==> src/hdl/dmac_pkg.sv <==
package dmac_pkg;

    // channel count and fixed field widths
    localparam int NUM_CH  = 4;
    localparam int ADDR_W  = 28;
    localparam int COUNT_W = 21;
    localparam int DATA_W  = 32;

    // address and count limits
    localparam logic [ADDR_W-1:0]  ADDR_MASK_NARROW     = 28'h7fffffe;
    localparam logic [ADDR_W-1:0]  ADDR_MASK_WIDE       = 28'hffffffe;
    localparam logic [COUNT_W-1:0] COUNT_MASK_FULL      = 21'h1fffff;
    localparam logic [COUNT_W-1:0] COUNT_MASK_ARM7      = 21'h003fff;
    localparam logic [COUNT_W-1:0] COUNT_MASK_ARM7_LAST = 21'h00ffff;
    localparam logic [DATA_W-1:0]  CTRL_FIELDS_MASK     = 32'hffe00000;

    // channel that keeps the wide limits in arm7 mode
    localparam logic [1:0] WIDE_CH = 2'd3;

    // address step modes (0 and 3 increment)
    localparam logic [1:0] STEP_DEC    = 2'd1;
    localparam logic [1:0] STEP_FIXED  = 2'd2;
    localparam logic [1:0] STEP_RELOAD = 2'd3;

    // trigger codes that start a channel at once
    localparam logic [2:0] TRIG_NOW     = 3'd0;
    localparam logic [2:0] TRIG_NOW_ALT = 3'd7;

    typedef enum logic [1:0] {
        OP_WRITE   = 2'd0,
        OP_READ    = 2'd1,
        OP_TRIGGER = 2'd2,
        OP_STEP    = 2'd3
    } op_t;

    typedef enum logic [1:0] {
        SEL_CONTROL = 2'd0,
        SEL_SOURCE  = 2'd1,
        SEL_DEST    = 2'd2,
        SEL_FILL    = 2'd3
    } reg_sel_t;

    // controller to datapath
    typedef struct packed {
        logic exec;
        op_t  op;
    } cmd_t;

    // datapath to one channel
    typedef struct packed {
        logic wr_ctrl;
        logic wr_src;
        logic wr_dst;
        logic wr_fill;
        logic trig;
        logic step;
    } lane_cmd_t;

    // one channel back to the datapath
    typedef struct packed {
        logic              running;
        logic              hit;
        logic              done_irq;
        logic              is_word;
        logic [ADDR_W-1:0] cur_src;
        logic [ADDR_W-1:0] cur_dst;
        logic [DATA_W-1:0] ctrl_word;
        logic [ADDR_W-1:0] init_src;
        logic [ADDR_W-1:0] init_dst;
        logic [DATA_W-1:0] fill;
    } lane_stat_t;

    // signed address step for one unit
    function automatic logic [ADDR_W-1:0] step_delta(logic [1:0] mode, logic word);
        logic [ADDR_W-1:0] d;
        case (mode)
            STEP_DEC:   d = word ? 28'hffffffc : 28'hffffffe;
            STEP_FIXED: d = '0;
            default:    d = word ? 28'd4 : 28'd2;
        endcase
        return d;
    endfunction

endpackage

==> src/hdl/dmac_ctrl.sv <==
module dmac_ctrl
    import dmac_pkg::*;
(
    input  logic       aclk,
    input  logic       aresetn,
    input  logic       s_valid,
    output logic       s_ready,
    input  logic [1:0] s_command,
    output logic       m_valid,
    input  logic       m_ready,
    output cmd_t       cmd
);

    typedef enum logic {
        ST_EMPTY,
        ST_FULL
    } state_t;

    state_t state_reg, state_next;
    logic   accept;

    // output slot free, or being emptied this cycle
    assign s_ready = (state_reg == ST_EMPTY) || m_ready;
    assign accept  = s_valid && s_ready;
    assign m_valid = (state_reg == ST_FULL);

    // command to the datapath
    assign cmd.exec = accept;
    assign cmd.op   = op_t'(s_command);

    // result slot tracking
    always_comb begin
        state_next = state_reg;
        unique case (state_reg)
            ST_EMPTY: begin
                if (accept) state_next = ST_FULL;
            end
            ST_FULL: begin
                if (!accept && m_ready) state_next = ST_EMPTY;
            end
            default: state_next = ST_EMPTY;
        endcase
    end

    always_ff @(posedge aclk) begin
        if (!aresetn) begin
            state_reg <= ST_EMPTY;
        end else begin
            state_reg <= state_next;
        end
    end

    // every accepted item yields a result next cycle
    a_accept_gives_result: assert property (@(posedge aclk) disable iff (!aresetn)
        accept |=> m_valid)
        else $error("accepted transfer did not produce a result");

    // a held result blocks new input
    a_stall_blocks_input: assert property (@(posedge aclk) disable iff (!aresetn)
        (m_valid && !m_ready) |-> !s_ready)
        else $error("input taken while result stalled");

    // nothing pending right after reset
    a_reset_empty: assert property (@(posedge aclk)
        !aresetn |=> !m_valid)
        else $error("result valid after reset");

endmodule

==> src/hdl/dmac_chan.sv <==
module dmac_chan
    import dmac_pkg::*;
(
    input  logic              aclk,
    input  logic              aresetn,
    input  logic [1:0]        lane_id,
    input  logic              arm7_mode,
    input  lane_cmd_t         cmd,
    input  logic [DATA_W-1:0] wdata,
    input  logic [DATA_W-1:0] wmask,
    input  logic [2:0]        tval,
    output lane_stat_t        stat
);

    logic [ADDR_W-1:0]  init_src_reg, init_src_next;
    logic [ADDR_W-1:0]  init_dst_reg, init_dst_next;
    logic [COUNT_W-1:0] init_count_reg, init_count_next;
    logic [DATA_W-1:0]  fill_reg, fill_next;
    logic [ADDR_W-1:0]  cur_src_reg, cur_src_next;
    logic [ADDR_W-1:0]  cur_dst_reg, cur_dst_next;
    logic [COUNT_W-1:0] rem_reg, rem_next;
    logic [1:0]         dmode_reg, dmode_next;
    logic [1:0]         smode_reg, smode_next;
    logic               repeat_reg, repeat_next;
    logic               word_reg, word_next;
    logic [2:0]         tsrc_reg, tsrc_next;
    logic               irq_en_reg, irq_en_next;
    logic               enable_reg, enable_next;
    logic               running_reg, running_next;

    logic [COUNT_W-1:0] cm;
    logic [ADDR_W-1:0]  sm, dm, src_m, dst_m;
    logic [2:0]         tsrc_new;
    logic [COUNT_W-1:0] rem_dec;
    logic               hit, done_irq;

    // per-channel limits
    always_comb begin
        if (!arm7_mode) cm = COUNT_MASK_FULL;
        else if (lane_id == WIDE_CH) cm = COUNT_MASK_ARM7_LAST;
        else cm = COUNT_MASK_ARM7;
    end
    assign sm = (arm7_mode && lane_id == 2'd0) ? ADDR_MASK_NARROW : ADDR_MASK_WIDE;
    assign dm = (arm7_mode && lane_id != WIDE_CH) ? ADDR_MASK_NARROW : ADDR_MASK_WIDE;

    assign src_m    = wmask[ADDR_W-1:0] & sm;
    assign dst_m    = wmask[ADDR_W-1:0] & dm;
    assign tsrc_new = arm7_mode ? {1'b0, wdata[29:28]} : wdata[29:27];
    assign rem_dec  = rem_reg - 1'b1;

    // register writes, trigger and one transfer step
    always_comb begin
        init_src_next   = init_src_reg;
        init_dst_next   = init_dst_reg;
        init_count_next = init_count_reg;
        fill_next       = fill_reg;
        cur_src_next    = cur_src_reg;
        cur_dst_next    = cur_dst_reg;
        rem_next        = rem_reg;
        dmode_next      = dmode_reg;
        smode_next      = smode_reg;
        repeat_next     = repeat_reg;
        word_next       = word_reg;
        tsrc_next       = tsrc_reg;
        irq_en_next     = irq_en_reg;
        enable_next     = enable_reg;
        running_next    = running_reg;
        hit             = 1'b0;
        done_irq        = 1'b0;

        if (cmd.wr_ctrl) begin
            if (|(wmask[COUNT_W-1:0] & cm)) begin
                init_count_next = (init_count_reg & ~cm) | (wdata[COUNT_W-1:0] & cm);
            end
            if (|(wmask & CTRL_FIELDS_MASK)) begin
                dmode_next  = wdata[22:21];
                smode_next  = wdata[24:23];
                repeat_next = wdata[25];
                word_next   = wdata[26];
                tsrc_next   = tsrc_new;
                irq_en_next = wdata[30];
                enable_next = wdata[31];
                if (wdata[31]) begin
                    // rising enable latches the start values
                    if (!enable_reg) begin
                        cur_src_next = init_src_reg;
                        cur_dst_next = init_dst_reg;
                        rem_next     = init_count_next;
                    end
                    if (tsrc_new == TRIG_NOW || tsrc_new == TRIG_NOW_ALT) begin
                        running_next = 1'b1;
                    end
                end else begin
                    running_next = 1'b0;
                end
            end
        end

        if (cmd.wr_src) begin
            init_src_next = (init_src_reg & ~src_m) | (wdata[ADDR_W-1:0] & src_m);
        end
        if (cmd.wr_dst) begin
            init_dst_next = (init_dst_reg & ~dst_m) | (wdata[ADDR_W-1:0] & dst_m);
        end
        if (cmd.wr_fill && !arm7_mode) begin
            fill_next = (fill_reg & ~wmask) | (wdata & wmask);
        end

        if (cmd.trig && enable_reg && tsrc_reg == tval) begin
            running_next = 1'b1;
            hit          = 1'b1;
        end

        if (cmd.step) begin
            cur_src_next = (cur_src_reg + step_delta(smode_reg, word_reg)) & sm;
            cur_dst_next = (cur_dst_reg + step_delta(dmode_reg, word_reg)) & dm;
            rem_next     = rem_dec;
            // end of run
            if ((rem_dec & cm) == '0) begin
                if (dmode_reg == STEP_RELOAD) cur_dst_next = init_dst_reg;
                if (repeat_reg) rem_next = init_count_reg;
                else enable_next = 1'b0;
                running_next = 1'b0;
                done_irq     = irq_en_reg;
            end
        end
    end

    always_ff @(posedge aclk) begin
        if (!aresetn) begin
            init_src_reg   <= '0;
            init_dst_reg   <= '0;
            init_count_reg <= '0;
            fill_reg       <= '0;
            cur_src_reg    <= '0;
            cur_dst_reg    <= '0;
            rem_reg        <= '0;
            dmode_reg      <= '0;
            smode_reg      <= '0;
            repeat_reg     <= 1'b0;
            word_reg       <= 1'b0;
            tsrc_reg       <= '0;
            irq_en_reg     <= 1'b0;
            enable_reg     <= 1'b0;
            running_reg    <= 1'b0;
        end else begin
            init_src_reg   <= init_src_next;
            init_dst_reg   <= init_dst_next;
            init_count_reg <= init_count_next;
            fill_reg       <= fill_next;
            cur_src_reg    <= cur_src_next;
            cur_dst_reg    <= cur_dst_next;
            rem_reg        <= rem_next;
            dmode_reg      <= dmode_next;
            smode_reg      <= smode_next;
            repeat_reg     <= repeat_next;
            word_reg       <= word_next;
            tsrc_reg       <= tsrc_next;
            irq_en_reg     <= irq_en_next;
            enable_reg     <= enable_next;
            running_reg    <= running_next;
        end
    end

    // status back to the datapath
    assign stat.running   = running_reg;
    assign stat.hit       = hit;
    assign stat.done_irq  = done_irq;
    assign stat.is_word   = word_reg;
    assign stat.cur_src   = cur_src_reg;
    assign stat.cur_dst   = cur_dst_reg;
    assign stat.ctrl_word = {enable_reg, irq_en_reg, tsrc_reg, word_reg, repeat_reg,
                             smode_reg, dmode_reg, init_count_reg};
    assign stat.init_src  = init_src_reg;
    assign stat.init_dst  = init_dst_reg;
    assign stat.fill      = fill_reg;

endmodule

==> src/hdl/dmac_datapath.sv <==
module dmac_datapath
    import dmac_pkg::*;
(
    input  logic              aclk,
    input  logic              aresetn,
    input  cmd_t              cmd,
    input  logic              cfg_wr_en,
    input  logic              cfg_wr_data,
    input  logic [1:0]        channel,
    input  logic [1:0]        register_select,
    input  logic [DATA_W-1:0] write_data,
    input  logic [DATA_W-1:0] write_mask,
    input  logic [NUM_CH-1:0] trigger_channels,
    input  logic [2:0]        trigger_value,
    output logic [DATA_W-1:0] read_data,
    output logic              trigger_hit,
    output logic              copy_valid,
    output logic [1:0]        copy_channel,
    output logic [ADDR_W-1:0] copy_source,
    output logic [ADDR_W-1:0] copy_dest,
    output logic              copy_is_word,
    output logic [NUM_CH-1:0] irq_raise,
    output logic [NUM_CH-1:0] active_mask
);

    logic              arm7_reg;
    lane_cmd_t         lane_cmd [NUM_CH];
    lane_stat_t        lane_stat [NUM_CH];
    logic              found;
    logic [1:0]        pick;
    lane_stat_t        rd_lane, cp_lane;
    logic [NUM_CH-1:0] hits, irqs;

    logic [DATA_W-1:0] read_data_reg, read_data_next;
    logic              hit_reg, hit_next;
    logic              cv_reg, cv_next;
    logic [1:0]        cc_reg, cc_next;
    logic [ADDR_W-1:0] cs_reg, cs_next;
    logic [ADDR_W-1:0] cd_reg, cd_next;
    logic              cw_reg, cw_next;
    logic [NUM_CH-1:0] irq_reg, irq_next;

    // mode register
    always_ff @(posedge aclk) begin
        if (!aresetn) begin
            arm7_reg <= 1'b0;
        end else if (cfg_wr_en) begin
            arm7_reg <= cfg_wr_data;
        end
    end

    // lowest running channel takes the step
    always_comb begin
        found = 1'b0;
        pick  = '0;
        for (int i = 0; i < NUM_CH; i++) begin
            if (lane_stat[i].running && !found) begin
                found = 1'b1;
                pick  = 2'(i);
            end
        end
    end

    // per-channel command decode
    always_comb begin
        for (int i = 0; i < NUM_CH; i++) begin
            lane_cmd[i].wr_ctrl = cmd.exec && cmd.op == OP_WRITE && channel == 2'(i)
                                  && register_select == SEL_CONTROL;
            lane_cmd[i].wr_src  = cmd.exec && cmd.op == OP_WRITE && channel == 2'(i)
                                  && register_select == SEL_SOURCE;
            lane_cmd[i].wr_dst  = cmd.exec && cmd.op == OP_WRITE && channel == 2'(i)
                                  && register_select == SEL_DEST;
            lane_cmd[i].wr_fill = cmd.exec && cmd.op == OP_WRITE && channel == 2'(i)
                                  && register_select == SEL_FILL;
            lane_cmd[i].trig    = cmd.exec && cmd.op == OP_TRIGGER && trigger_channels[i];
            lane_cmd[i].step    = cmd.exec && cmd.op == OP_STEP && found && pick == 2'(i);
            hits[i]             = lane_stat[i].hit;
            irqs[i]             = lane_stat[i].done_irq;
            active_mask[i]      = lane_stat[i].running;
        end
    end

    for (genvar g = 0; g < NUM_CH; g++) begin : g_lane
        dmac_chan u_chan (
            .aclk      (aclk),
            .aresetn   (aresetn),
            .lane_id   (2'(g)),
            .arm7_mode (arm7_reg),
            .cmd       (lane_cmd[g]),
            .wdata     (write_data),
            .wmask     (write_mask),
            .tval      (trigger_value),
            .stat      (lane_stat[g])
        );
    end

    assign rd_lane = lane_stat[channel];
    assign cp_lane = lane_stat[pick];

    // result for the current transfer
    always_comb begin
        read_data_next = '0;
        hit_next       = 1'b0;
        cv_next        = 1'b0;
        cc_next        = '0;
        cs_next        = '0;
        cd_next        = '0;
        cw_next        = 1'b0;
        irq_next       = '0;
        case (cmd.op)
            OP_READ: begin
                unique case (reg_sel_t'(register_select))
                    SEL_CONTROL: read_data_next = rd_lane.ctrl_word;
                    SEL_SOURCE:  read_data_next = DATA_W'(rd_lane.init_src);
                    SEL_DEST:    read_data_next = DATA_W'(rd_lane.init_dst);
                    SEL_FILL:    read_data_next = rd_lane.fill;
                    default:     read_data_next = '0;
                endcase
            end
            OP_TRIGGER: begin
                hit_next = |hits;
            end
            OP_STEP: begin
                if (found) begin
                    cv_next = 1'b1;
                    cc_next = pick;
                    cs_next = cp_lane.cur_src;
                    cd_next = cp_lane.cur_dst;
                    cw_next = cp_lane.is_word;
                end
                irq_next = irqs;
            end
            default: ;
        endcase
    end

    // output register
    always_ff @(posedge aclk) begin
        if (cmd.exec) begin
            read_data_reg <= read_data_next;
            hit_reg       <= hit_next;
            cv_reg        <= cv_next;
            cc_reg        <= cc_next;
            cs_reg        <= cs_next;
            cd_reg        <= cd_next;
            cw_reg        <= cw_next;
            irq_reg       <= irq_next;
        end
    end

    assign read_data    = read_data_reg;
    assign trigger_hit  = hit_reg;
    assign copy_valid   = cv_reg;
    assign copy_channel = cc_reg;
    assign copy_source  = cs_reg;
    assign copy_dest    = cd_reg;
    assign copy_is_word = cw_reg;
    assign irq_raise    = irq_reg;

    // a step never drives more than one channel
    a_one_step: assert property (@(posedge aclk) disable iff (!aresetn)
        $onehot0({lane_cmd[3].step, lane_cmd[2].step, lane_cmd[1].step, lane_cmd[0].step}))
        else $error("step issued to several channels");

    // an interrupt only comes from the stepped channel
    a_irq_from_step: assert property (@(posedge aclk) disable iff (!aresetn)
        (|irqs) |-> (cmd.exec && cmd.op == OP_STEP && found))
        else $error("interrupt without a step");

    // a finished copy came from a channel that was running
    a_copy_running: assert property (@(posedge aclk) disable iff (!aresetn)
        (cmd.exec && cmd.op == OP_STEP && found) |-> lane_stat[pick].running)
        else $error("copy from an idle channel");

endmodule

==> src/hdl/four_channel_dma_controller_unit.sv <==
// Four-channel DMA controller.
// Input channel (s_valid/s_ready): one command per transfer - register write,
// register read, trigger event or transfer step. Result channel (m_valid/m_ready):
// exactly one result per command, in order, carrying read data, trigger hit,
// the copy request (channel, source, destination, size), interrupt bits and the
// set of running channels after the command.
// A command accepted at an edge has its result valid right after that edge.
// Throughput is one command per cycle while the receiver takes results; each
// command updates the per-channel registers in the same cycle that loads the
// output register. When the receiver stalls, the result is held and s_ready
// stays low until the held result is taken, so nothing is lost or repeated.
// cfg_wr_en/cfg_wr_data write the arm7 mode bit, which selects narrow address
// and count limits, halved trigger codes and no fill writes; write it only
// while the block is idle.
// Synchronous active-low reset clears all channel registers, the mode bit and
// the output valid; the block accepts commands in the first cycle after reset.
// Memory access is left to the receiver of the copy requests.
module four_channel_dma_controller_unit
    import dmac_pkg::*;
(
    input  logic              aclk,
    input  logic              aresetn,
    input  logic              cfg_wr_en,
    input  logic              cfg_wr_data,
    input  logic              s_valid,
    output logic              s_ready,
    input  logic [1:0]        s_command,
    input  logic [1:0]        s_channel,
    input  logic [1:0]        s_register_select,
    input  logic [DATA_W-1:0] s_write_data,
    input  logic [DATA_W-1:0] s_write_mask,
    input  logic [NUM_CH-1:0] s_trigger_channels,
    input  logic [2:0]        s_trigger_value,
    output logic              m_valid,
    input  logic              m_ready,
    output logic [DATA_W-1:0] m_read_data,
    output logic              m_trigger_hit,
    output logic              m_copy_valid,
    output logic [1:0]        m_copy_channel,
    output logic [ADDR_W-1:0] m_copy_source,
    output logic [ADDR_W-1:0] m_copy_dest,
    output logic              m_copy_is_word,
    output logic [NUM_CH-1:0] m_irq_raise,
    output logic [NUM_CH-1:0] m_active_mask
);

    cmd_t cmd;

    // handshake and command sequencing
    dmac_ctrl u_ctrl (
        .aclk      (aclk),
        .aresetn   (aresetn),
        .s_valid   (s_valid),
        .s_ready   (s_ready),
        .s_command (s_command),
        .m_valid   (m_valid),
        .m_ready   (m_ready),
        .cmd       (cmd)
    );

    // channel registers and result register
    dmac_datapath u_datapath (
        .aclk             (aclk),
        .aresetn          (aresetn),
        .cmd              (cmd),
        .cfg_wr_en        (cfg_wr_en),
        .cfg_wr_data      (cfg_wr_data),
        .channel          (s_channel),
        .register_select  (s_register_select),
        .write_data       (s_write_data),
        .write_mask       (s_write_mask),
        .trigger_channels (s_trigger_channels),
        .trigger_value    (s_trigger_value),
        .read_data        (m_read_data),
        .trigger_hit      (m_trigger_hit),
        .copy_valid       (m_copy_valid),
        .copy_channel     (m_copy_channel),
        .copy_source      (m_copy_source),
        .copy_dest        (m_copy_dest),
        .copy_is_word     (m_copy_is_word),
        .irq_raise        (m_irq_raise),
        .active_mask      (m_active_mask)
    );

endmodule

==> config.mk <==
export PLATFORM = sky130hd
export DESIGN_NAME = four_channel_dma_controller_unit
export DESIGN_NICKNAME = d
export VERILOG_FILES = /design/src/hdl/dmac_pkg.sv /design/src/hdl/dmac_ctrl.sv /design/src/hdl/dmac_chan.sv /design/src/hdl/dmac_datapath.sv /design/src/hdl/four_channel_dma_controller_unit.sv
export SDC_FILE = /design/constraint.sdc
export NUM_CORES = 2
export LEC_CHECK = 0
export BUFFER_PORTS_ARGS = -buffer_cell sky130_fd_sc_hd__buf_2
export CAP_MARGIN = 25
export CORE_ASPECT_RATIO = 1.2
export CORE_MARGIN = 5
export CORE_UTILIZATION = 29
export CTS_CLUSTER_SIZE = 24
export DETAILED_ROUTE_END_ITERATION = 12
export PLACE_DENSITY = 0.45
export SETUP_SLACK_MARGIN = 0.15
export SYNTH_ARGS = -nofsm -noshare
export SYNTH_HDL_FRONTEND = slang
export SYNTH_SLANG_ARGS = --single-unit
export TNS_END_PERCENT = 30
==> constraint.sdc <==
create_clock -name aclk -period 5.95 [get_ports aclk]
set_input_delay 1.19 -clock aclk [delete_from_list [all_inputs] [get_ports aclk]]
set_output_delay 1.19 -clock aclk [all_outputs]
set_load 0.01 [all_outputs]
# Yosys cells after proc, flatten, opt, wreduce, memory -nomap -nowiden
# Cells that the tools add are included.
[totals]
wordCells = 470
register_bits = 891
[op_classes]
addsub = 12
order_cmp = 2
n_reduce_logical = 96
eq_ne = 41
mux = 186
bitwise = 60
[op_table]
columns = ["cell", "count"]
rows = [
  ["2-to-1 mux 28 bit", 57],
  ["binary-select mux 180 bit (select 2 bit)", 2],
  ["2-to-1 mux 21 bit", 34],
  ["one-hot mux 28 bit (2 select lines)", 8],
  ["AND 28 bit", 15],
  ["2-to-1 mux 177 bit", 2],
  ["AND 21 bit", 12],
  ["2-to-1 mux 120 bit", 2],
  ["adder 28 bit", 8],
  ["OR 28 bit", 8],
  ["AND 32 bit", 5],
  ["OR 32 bit", 4],
  ["one-hot mux 32 bit (4 select lines)", 1],
  ["logical NOT 21 bit", 4],
  ["OR 21 bit", 4],
  ["subtractor 21 x 1 -> 21 bit (second input constant)", 4],
  ["2-to-1 mux 1 bit", 68],
  ["NOT 28 bit", 2],
  ["logical AND 1 bit", 49],
  ["NOT 21 bit", 2],
  ["OR reduction 21 bit", 2],
  ["equality test 2 bit (second input constant)", 20],
  ["NOT 32 bit", 1],
  ["AND reduction 4 bit", 7],
  ["other kinds (19)", 76],
]

# Depth between registers and ports, before layout
[logic_depth]
depth_word = 18
depth_mapped = 19
ltp_nobuf = 16

# By module
# A second synthesis with hierarchy kept.
[unflattened]
hier_cells = 7185
hier_area_um2 = 57742.9
[modules_own_cells]
columns = ["module", "cells_each", "seq_area_each_um2", "instances", "area_each_um2"]
rows = [
  ["dmac_chan (u_datapath.g_lane[2].u_chan)", 1690, 3883.7, 1, 12356.9],
  ["dmac_chan (u_datapath.g_lane[1].u_chan)", 1625, 3883.7, 1, 12180.4],
  ["dmac_chan (u_datapath.g_lane[0].u_chan)", 1616, 3883.7, 1, 12149.2],
  ["dmac_chan (u_datapath.g_lane[3].u_chan)", 1614, 3883.7, 1, 12096.6],
  ["dmac_datapath", 632, 2932.8, 1, 8879.8],
  ["dmac_ctrl", 8, 20.0, 1, 80.1],
]

# Least setup slack after synthesis
# Ideal clock, no wire load.
[synth_path]
path_type = "input port to flip-flop"
start = "input m_ready"
end = "register u_datapath.g_lane[0].u_chan.cur_dst_reg[26]"
path_stages = 9
path_slack_ns = 0.752
required_ns = 5.892
path_buffers = 1
t_arrival_ns = 5.140
setup_ns = 0.058
path_cell_list = "nand2b_1 nand2_1 inv_1 nand3_1 a31oi_2 buf_2 nor3_1 a311oi_1 o21a_1"
[synth_between]
elab_chain_len = 7
[synth_rtl]
columns = ["item", "line", "source"]
rows = [
  ["start, declared", "four_channel_dma_controller_unit.sv:35", "input logic m_ready,"],
  ["logical OR 1 bit *", "dmac_ctrl.sv:23", "assign s_ready = (state_reg == ST_EMPTY) || m_ready;"],
  ["logical AND 1 bit *", "dmac_ctrl.sv:24", "assign accept = s_valid && s_ready;"],
  ["named net u_ctrl.accept", "dmac_ctrl.sv:20", "logic accept;"],
  ["logical AND 1 bit (on tied branches) (2 in a row)", "dmac_datapath.sv:76, dmac_datapath.sv:67", ""],
  ["logical AND 1 bit (on tied branches)", "dmac_datapath.sv:76, dmac_datapath.sv:68", ""],
  ["inequality test 2 bit (no source line) or nonzero test 2 bit (tied branches)", "n/a", ""],
  ["AND reduction 4 bit (no source line)", "n/a", ""],
  ["end signal, assigned", "dmac_chan.sv:152", "cur_dst_reg <= cur_dst_next;"],
  ["end, declared", "dmac_chan.sv:20", "logic [ADDR_W-1:0] cur_dst_reg, cur_dst_next;"],
]
# The timed path passes the listed nets; every way through them passes the cells marked *.
# A chain may end at the register's enable or synchronous reset.

# Worst setup path in the final report
[layout_path]
start = "register u_datapath.g_lane[3].u_chan.dmode_reg[1]"
end = "register u_datapath.g_lane[3].u_chan.cur_dst_reg[26]"
[layout_between]
elab_chain_len = 7
[layout_rtl]
columns = ["item", "line", "source"]
rows = [
  ["start, declared", "dmac_chan.sv:22", "logic [1:0] dmode_reg, dmode_next;"],
  ["start signal, assigned", "dmac_chan.sv:154", "dmode_reg <= dmode_next;"],
  ["equality test 2 bit or equality test 2 x 1 -> 1 bit (tied branches)", "dmac_pkg.sv:76", "case (mode)"],
  ["one-hot mux 28 bit (2 select lines)", "dmac_pkg.sv:76", ""],
  ["2-to-1 mux 28 bit", "dmac_chan.sv:114", "if (cmd.step) begin"],
  ["adder 28 bit", "dmac_chan.sv:116", "cur_dst_next = (cur_dst_reg + step_delta(dmode_reg, word_reg)) & dm;"],
  ["2-to-1 mux 28 bit", "dmac_chan.sv:120", "if (dmode_reg == STEP_RELOAD) cur_dst_next = init_dst_reg;"],
  ["2-to-1 mux 28 bit *", "dmac_chan.sv:119", "if ((rem_dec & cm) == '0) begin"],
  ["2-to-1 mux 28 bit *", "dmac_chan.sv:114", ""],
  ["end signal, assigned", "dmac_chan.sv:152", ""],
  ["end, declared", "dmac_chan.sv:20", ""],
]
# Mark *: on every way between the ends. The rest lies on a longest branch, timed or not. The select of a mux whose other input is x is not followed.

==> run summary <==
status: finished clean
hold depth: 2
Synth async-reset ratio: 0%
Worst EP required: 6.51 ns
I/O pin count: 186
post-layout util: 32.63%
ANT nets after route: 0
switching power of the nets: 0.003526 W
fin. max-slew vios: 0
Max Clock Skew: 0.06331 ns
total number of vias: 53269
Sink Count: 873
Cell Int Power: 0.01019 W
clk_lat worst skew: 0.76 ns
initial antenna violation count: 39
clk root buf: clkbuf_16
most frequent cells in the layout: nand2_1, dfxtp_1, nor2_1
Rel. slew slack: 24.83%
multi-input logic area: 34650 um^2
DR iter-0 viols: 5302
pre-CTS setup slack: 0.9983 ns
vias in the first global route: 49664
CP arrival: 5.79 ns
post-CTS sizing: 0
Nets: 6819
most common cell after layout, fill and taps aside: nand2_1
GRT Overall Usage: 24.57%
power share of the clock group: 50.7%
Worst Setup Path Type: reg -> reg
Max Freq: 191.3 MHz
TritonCTS Buffers: 103
core box area: 191100 um^2
synthesized area: 55580 um^2
RSZ-0062 raised after global routing: false
largest net degree at the start of global routing: 169
Die X: 409.7 um
RePlAce Congestion: 0.9408
Setup Fix Bufs, Post-CTS: 0
register area share after synthesis: 33.15%
CTS tree: built
first-pass GRT wire length: 366500 um
layout cells sized above 1: 12.28%
sw frac: 25.70%
DRC: 0
Distinct cells, synth: 100
Reg area: 18430 um^2
slowest CP cell: o22ai_1
Avg WL per Cell: 27.94 um
Min-Delay Path Class: reg -> reg
Comb power frac: 5.5%
Worst Setup Start Kind: flop
endpoints failing hold: 0
sequential share of power: 43.8%
endpoint type of the worst setup path: flop
DR vias/cell: 5.795
Yosys Warn Count: 0
#FFs+latches synth: 873
Main synth FF type: dfxtp_1
Starting Density: 29.08%
crit path launch: u_datapath.g_lane[3].u_chan.dmode_reg[1]
final worst-path cycle share: 87.87%
Leak: 23.77 nW
Reg2Reg Depth: 15
Die Area: 200600 um^2
CP Max Fanout: 25
WL final: 256800 um
crit path time final: 5.228 ns
setup violators final: 0
number of flops mapped to enable cells by yosys: 95
Mean Syn Cell Area: 8.207 um^2
CTS Buffer Depth: 3
max incr delay on CP: 0.64 ns
Post-CTS Hold Buffers: 0
fillcell total: 20099
Cell Pwr Density: 220.0 nW/um^2
Pre-antenna DRT Iters: 6
CTS H-tree depth: 3
FF-to-FF End: u_datapath.g_lane[3].u_chan.cur_dst_reg[26]
Slew @ Worst Pin: 1.128 ns
Crit Reg-Reg Startpoint: u_datapath.g_lane[3].u_chan.dmode_reg[1]
die height: 489.6 um
cells along the critical path: inv_1, ha_1, buf_4, inv_1, o21ai_0, ha_1, a211oi_1, o32a_1, o22ai_1, a31oi_1, o22ai_1, nand4_1, and4_1, o21ai_0, a41oi_1
HPWL Detailed: 186300 um
synthesized instance count: 6773
Layout area overhead: 12.20%
Peak VDD IR: 217.8 uV
Final WS setup: 0.7216 ns
IO Port Bufs: 183
row cnt: 176
hold slack: 0.4756 ns
r2r setup slk: 0.72 ns
total gr overflow: 0
final setup TNS: 0 ns
CTS clk-pin slew, worst paths: 0.06 ns
max_cap viols: 0
[worst max path at each step]
| stage | end |
|---|---|
| global route | u_datapath.g_lane[3].u_chan.cur_dst_reg[26] |
| finish | u_datapath.g_lane[3].u_chan.cur_dst_reg[26] |
| global placement | u_datapath.g_lane[3].u_chan.cur_dst_reg[26] |
| floorplan | u_datapath.g_lane[0].u_chan.cur_dst_reg[26] |
| detailed placement | u_datapath.g_lane[3].u_chan.cur_dst_reg[26] |
| CTS | u_datapath.g_lane[3].u_chan.cur_dst_reg[26] |
[through the flow]
stage / cells / total power (W) / cell area (um^2)
3_3_place_gp: 8968 / 0.006888 / 58580
3_5_place_dp: 8974 / 0.006891 / 58680
2_1_floorplan: 6774 / 0.006547 / 55590
4_1_cts: 9163 / 0.01385 / 62290
5_1_grt: 9172 / 0.01412 / 62310
6_report: 9192 / 0.01372 / 62360
[cell usage after synthesis, types with 109 or more instances]
master       n  area share [%]
nand2_1   1013             6.8
dfxtp_1    778              28
nor2_1     634             4.3
a21oi_1    564             5.1
clkbuf_1   523             3.5
mux2i_1    327             5.9
nand3_1    296             2.7
o21ai_0    265             2.4
mux4_2     200             8.1
nor3_1     159             1.4
xnor2_1    145             2.3
ha_1       140             3.2
a211oi_1   109             1.5
[worst max-delay path: cells and delay by family, from the launching register on]
family                     cells  cell delay, ns
DFF                            1            0.48
buffers and inverters          3            0.80
adders and majority gates      2            0.54
AOI/OAI and AO/OA              8            2.79
and+or+nand+nor                2            0.42
[cell type report]
cell class / count / share of cell area (%)
Clock inverter: 50 / 1.164
Tap cell: 2492 / 5.000
Multi-Input combinational cell: 5186 / 55.57
Clock buffer: 139 / 4.624
Inverter: 105 / 0.6520
Sequential cell: 873 / 29.55
Antenna cell: 28 / 0.1124
Timing Repair Buffer: 319 / 3.332
[routing by layer]
metal  share of wire [%]  track usage [%]
met1                  43            32.14
met2                  45            39.39
met3                 6.6            4.055
met4                 5.7            12.17
met5               0.036                0
[kinds of logic (layout without fill, tap and decap cells)]
| family | after synthesis | after routing | synth area share [%] |
|---|---|---|---|
| AOI/OAI and AO/OA | 1611 | 1611 | 18.66 |
| xor gates and xnor gates | 217 | 217 | 3.419 |
| adders and majority gates | 148 | 148 | 3.439 |
| buffers and inverters | 715 | 613 | 4.975 |
| DFF | 873 | 873 | 33.15 |
| muxes | 547 | 547 | 14.40 |
| other | 1 | 30 | 0.006746 |
| and+or+nand+nor | 2661 | 2661 | 21.95 |
[power by group through the flow]
stage,clock (W),combinational (W),sequential (W)
final,0.00695,0.000753,0.00601
after detailed placement,0,0.000747,0.00614
after global placement,0,0.000744,0.00614
after floorplan,0,0.000399,0.00615
after global routing,0.00732,0.000786,0.00601
after CTS,0.00709,0.000748,0.00601
(Power assumes the default switching activity.)
